==> src/design/cdi_isqrt.sv <==
// Thirty-stage pipelined integer square root, one result bit per stage.
// Stand-alone; used twice by compounding_delay_index.
`default_nettype none

module cdi_isqrt (
  input  wire logic        clk,
  input  wire logic        advance,
  input  wire logic [59:0] radicand,
  output logic      [29:0] root
);

  logic [59:0] rem_r [30];
  logic [60:0] res_r [30];

  for (genvar j = 0; j < 30; j++) begin : g_stage
    localparam logic [60:0] BIT = 61'd1 << (2 * (29 - j));
    logic [59:0] rem_in;
    logic [60:0] res_in;
    logic [60:0] trial;

    if (j == 0) begin : g_first
      assign rem_in = radicand;
      assign res_in = '0;
    end else begin : g_next
      assign rem_in = rem_r[j-1];
      assign res_in = res_r[j-1];
    end

    assign trial = res_in + BIT;

    always_ff @(posedge clk) begin
      if (advance) begin
        if ({1'b0, rem_in} >= trial) begin
          rem_r[j] <= rem_in - trial[59:0];
          res_r[j] <= (res_in >> 1) + BIT;
        end else begin
          rem_r[j] <= rem_in;
          res_r[j] <= res_in >> 1;
        end
      end
    end
  end

  assign root = res_r[29][29:0];

endmodule

`default_nettype wire

==> config.mk <==
export PLATFORM = sky130hd
export DESIGN_NAME = cdi_isqrt
export DESIGN_NICKNAME = d
export VERILOG_FILES = /design/src/design/cdi_isqrt.sv
export SDC_FILE = /design/constraint.sdc
export NUM_CORES = 2
export LEC_CHECK = 0
export BUFFER_PORTS_ARGS = -buffer_cell sky130_fd_sc_hd__buf_2
export CAP_MARGIN = 25
export CORE_UTILIZATION = 45
export DETAILED_ROUTE_END_ITERATION = 7
export GPL_ROUTABILITY_DRIVEN = 0
export GPL_TIMING_DRIVEN = 0
export PLACE_DENSITY_LB_ADDON = 0.05
export SLEW_MARGIN = 20
export SYNTH_ARGS = -nofsm -noshare
export SYNTH_HDL_FRONTEND = slang
export SYNTH_SLANG_ARGS = --single-unit
==> constraint.sdc <==
create_clock -name clk -period 12 [get_ports clk]
set_input_delay 2.4 -clock clk [delete_from_list [all_inputs] [get_ports clk]]
set_output_delay 2.4 -clock clk [all_outputs]
set_load 0.05 [all_outputs]
# --- Word level (Yosys, flattened, before mapping) ---
# Memory sizes are Yosys's and may differ from the RTL's.
# Index checks and enable logic that the tools add are counted.
totals:
  rom_bits: 0
  out_inout_bits: 30
  input_bits: 62
  ramBits: 3630
  latch_bits: 0
  mem_count: 2
  ff_bits: 0
  wordCells: 420
op_classes:
  muxes: 240
  mul: 0
  shifts: 0
  div_mod_pow: 0
  order_cmp: 30
  addsub: 88
  n_bitwise: 60
  n_eq_ne: 0
  n_reduce_logical: 0
memory_table:
  columns: ["name", "depth", "word_bits", "rd", "rd_clocked_by_memory_dff", "write_ports", "line_no", "source"]
  rows:
  - ["res_r", 30, 61, 30, 0, 30, "13", "logic [60:0] res_r [30];"]
  - ["rem_r", 30, 60, 29, 0, 30, "12", "logic [59:0] rem_r [30];"]
op_table:
  columns: ["cell", "n"]
  rows:
  - ["$mux 61", 30]
  - ["$mux 60", 30]
  - ["$ge 60x61->1", 29]
  - ["$sub 60x60->60", 29]
  - ["$mux 1", 180]
  - ["$add 60x1->61 const B", 1]
  - ["$add 60x11->61 const B", 1]
  - ["$add 60x13->61 const B", 1]
  - ["$add 60x15->61 const B", 1]
  - ["$add 60x17->61 const B", 1]
  - ["$add 60x19->61 const B", 1]
  - ["$add 60x21->61 const B", 1]
  - ["$add 60x23->61 const B", 1]
  - ["$add 60x25->61 const B", 1]
  - ["$add 60x27->61 const B", 1]
  - ["$add 60x29->61 const B", 1]
  - ["$add 60x3->61 const B", 1]
  - ["$add 60x31->61 const B", 1]
  - ["$add 60x33->61 const B", 1]
  - ["$add 60x35->61 const B", 1]
  - ["$add 60x37->61 const B", 1]
  - ["$add 60x39->61 const B", 1]
  - ["$add 60x41->61 const B", 1]
  - ["$add 60x43->61 const B", 1]
  - ["42 further kinds", 101]

# --- Logic depth before layout (Yosys ltp) ---
# An unclocked memory read counts as a cell.
logic_depth:
  depth_word: 7
  depth_mapped: 13
  mapped_depth_nobuf: 12

# --- Least setup slack after synthesis ---
# Ideal clock, no wire load.
synth_timing:
  kind: "input to register"
  start: "input port advance"
  end: "memory rem_r[27][0] (netlist: rem_r[1][660]) (enable)"
  t_arrival_ns: 5.624
  setup_time_ns: 0.478
  slack_ns: 5.898
  t_required_ns: 11.522
  cell_stages: 4
  path_cell_list: "clkbuf_1 > clkbuf_1 > clkbuf_1 > clkbuf_1"
synth_rtl:
  columns: ["item", "line_no", "source"]
  rows:
  - ["start, declared", "7", "input wire logic advance,"]
  - ["end, declared", "12", null]

==> metrics.md <==
| Metric | Value |
|---|---|
| Outcome | `finished, final reports clean` |
| Drt pass-1 iters | `6` |
| CTS buffer count | `231` |
| Slew headroom | `27.7%` |
| Area growth from synthesis to layout | `12.4%` |
| Tcrit/Tclk final | `43.2%` |
| Routed WL | `287000 um` |
| Required time worst endpoint | `12.59 ns` |
| Final setup viols | `0` |
| Post CTS Setup Buffer Count | `0` |
| Post-route design area | `120000 um^2` |
| H-tree levels | `4` |
| Vias/cell | `5.66` |
| DP HPWL | `226000 um` |
| Setup TNS | `0 ns` |
| Synth top area share | `62.0%` |
| Gate power share | `20.8%` |
| Post-synthesis register bit count | `2205` |
| Initial antenna violation count | `12` |
| Syn_nets | `9145` |
| Register-to-Register Path Depth | `12` |
| Die area | `239000 um^2` |
| CP peak stage delay | `0.59 ns` |
| DRC | `0` |
| WS Path Type | `input port to register` |
| Die Y | `489 um` |
| Min Tclk post-route | `5.19 ns` |
| GRT Resource Usage Total | `24.0%` |
| Crit path max fanout | `10` |
| Fill cells | `20400` |
| Most used cell, CP | `clkbuf_2` |
| Vias in the first global route | `68700` |
| Pint | `15600 uW` |
| Startpoint types | `input port` |
| CP max stage cell | `or4_1` |
| Mapped Cells | `8590` |
| Worst slew pin tran | `1.07 ns` |
| Remaining Overflow, GRT | `0` |
| Commonest non-fill, non-tap cell in the layout | `edfxtp_1` |
| Drt wl/cell | `23.3 um` |
| Synth async-reset ratio | `0%` |
| Worst vdd ir | `0.136 mV` |
| Worst min path class | `register to register` |
| Largest net degree at the start of global routing | `61` |
| Leakage | `0.0442 uW` |
| Layout cell share with drive strength beyond 1 | `7.28%` |
| Most frequent cells in the layout | `2205 x edfxtp_1, 684 x nand2_1, 597 x inv_1, 527 x o21ai_0, 493 x ha_1` |
| Hold Path Depth | `0` |
| Syn avg cell area | `12.4 um^2` |
| Final ANT Viol Nets | `0` |
| Pins Over Slew Limit | `0` |
| Sw Share | `30.3%` |
| Final Hold Viols | `0` |
| Area contributors post-synth | `edfxtp_1 62%, ha_1 5.8%, xor2_1 3.2%` |
| Post-Syn Area | `107000 um^2` |
| Root Buffer | `clkbuf_16` |
| PwrDens | `187 nW/um^2` |
| Die width | `489 um` |
| Fmax | `193 MHz` |
| CTS Hold Bufs | `0` |
| Site Rows | `178` |
| Core Region | `235000 um^2` |
| Main synth FF type | `edfxtp_1` |
| Clk_skew | `0.0668 ns` |
| Setup crit end kind | `register` |
| Yosys top cell by area | `edfxtp_1` |
| RSZ-0062 raised after global routing | `false` |
| DR iter-0 viols | `5999` |
| Netlist cell types | `95` |
| Clock share of power | `32.2%` |
| Maximum clock path buffer count | `3` |
| Initial core utilization | `45.3%` |
| Max Cap Violations | `0` |
| Crit-path cells | `clkbuf_2 -> buf_12 -> inv_2 -> clkbuf_2 -> buf_16 -> or4_1 -> a31oi_1 -> o2111ai_1 -> clkbuf_1 -> xnor2_1` |
| Sequential fraction of design power | `47.1%` |
| Sw power | `6780 uW` |
| CTS tree | `done` |
| Worst path arrival time | `5.78 ns` |
| Final #Nets | `9510` |
| Sequential area share after synthesis | `62.0%` |
| Synth warnings | `0` |
| I/O pin cnt | `92` |
| EDFF count, synth | `2205` |
| Clk sinks | `2205` |
| IO buf count | `90` |
| Vias | `69600` |
| Clock-pin slew on the worst setup and hold paths | `0.06 ns` |
| Cts repair resizes | `0` |
| Worst skew pair latency | `0.89 ns` |
| Dpl cell area | `112000 um^2` |
| Wire length of the first global-routing pass | `429000 um` |
==> power by group through the flow <==
stage                     Sequential, uW  Combinational [uW]  Clock, uW
after floorplan                    10300                3280          0
after global placement             10700                4480          0
after detailed placement           10700                4560          0
after CTS                          10600                4600       7370
after global routing               10600                5120       7650
final                              10500                4650       7210
==> final timing paths <==
| path | from | endpoint | slack [ns] |
|---|---|---|---|
| setup / recovery | advance | rem_r[0][638] | 6.81 |
| setup reg to reg | res_r[1][461] | rem_r[1][514] | 7.00 |
| hold reg to reg | res_r[1][622] | res_r[1][682] | 0.41 |
| hold / removal | res_r[1][622] | res_r[1][682] | 0.41 |
==> critical path: cells and delay by family <==
kind | cells | cell delay (ns)
buffers and inverters | 6 | 1.75
AOI/OAI and AO/OA | 2 | 0.80
xor gates and xnor gates | 1 | 0.19
and+or+nand+nor | 1 | 0.59
==> per-stage QoR <==
stage / util [%] / setup slack (ns) / hold slack [ns] / power (uW) / std cells
2_1_floorplan: - / 5.90 / 0.417 / 13600 / 8590
3_3_place_gp: 47.2 / 2.12 / 0.433 / 15200 / 11800
4_1_cts: 50.9 / 6.92 / 0.422 / 22500 / 12300
5_1_grt: 51.0 / 6.76 / 0.437 / 23400 / 12300
6_report: 51.0 / 6.81 / 0.406 / 22400 / 12300
3_5_place_dp: 47.7 / 5.96 / 0.435 / 15300 / 11900
==> cells by family after synthesis <==
group	synth area share (%)
flops	62.0
simple gates	12.9
xor+xnor	6.36
compound gates	9.54
fa+ha+maj	5.78
buf+inv	2.87
mux	0.529
==> sequential cells by signal, indices dropped and copies added, names as in the netlist <==
register	count
res_r	465
rem_r	1740
==> cell type report <==
type	instances	area (um^2)	area share, %
plain buffers	207	932	0.777
repair buffers	132	1370	1.14
multi-input cells	5579	37500	31.3
clock inverters	162	1790	1.49
flip-flops and latches	2205	66200	55.2
clock buffers	265	5930	4.94
inverters	599	2250	1.87
well taps	3150	3940	3.29
diodes	3	7.51	0.00626
==> cell usage after synthesis (143+ instances only) <==
library cell	count
ha_1	493
o21ai_0	527
xnor2_1	382
a21oi_1	417
xor2_1	393
nand2_1	684
edfxtp_1	2205
a21o_1	179
inv_1	598
nor3_1	216
nor2_1	446
nor4_1	339
clkbuf_1	177
nand4_1	143
==> layer usage <==
| layer | part of all wire, % | vias up | global-route usage, % |
|---|---|---|---|
| li1 | - | 33000 | - |
| met1 | 41 | 34200 | 30.0 |
| met2 | 50 | 1977 | 41.8 |
| met3 | 5.8 | 452 | 4.03 |
| met4 | 3.5 | 4 | 8.20 |
| met5 | 0.0091 | - | 0 |
Note: power is estimated with default switching activity, not from simulation.
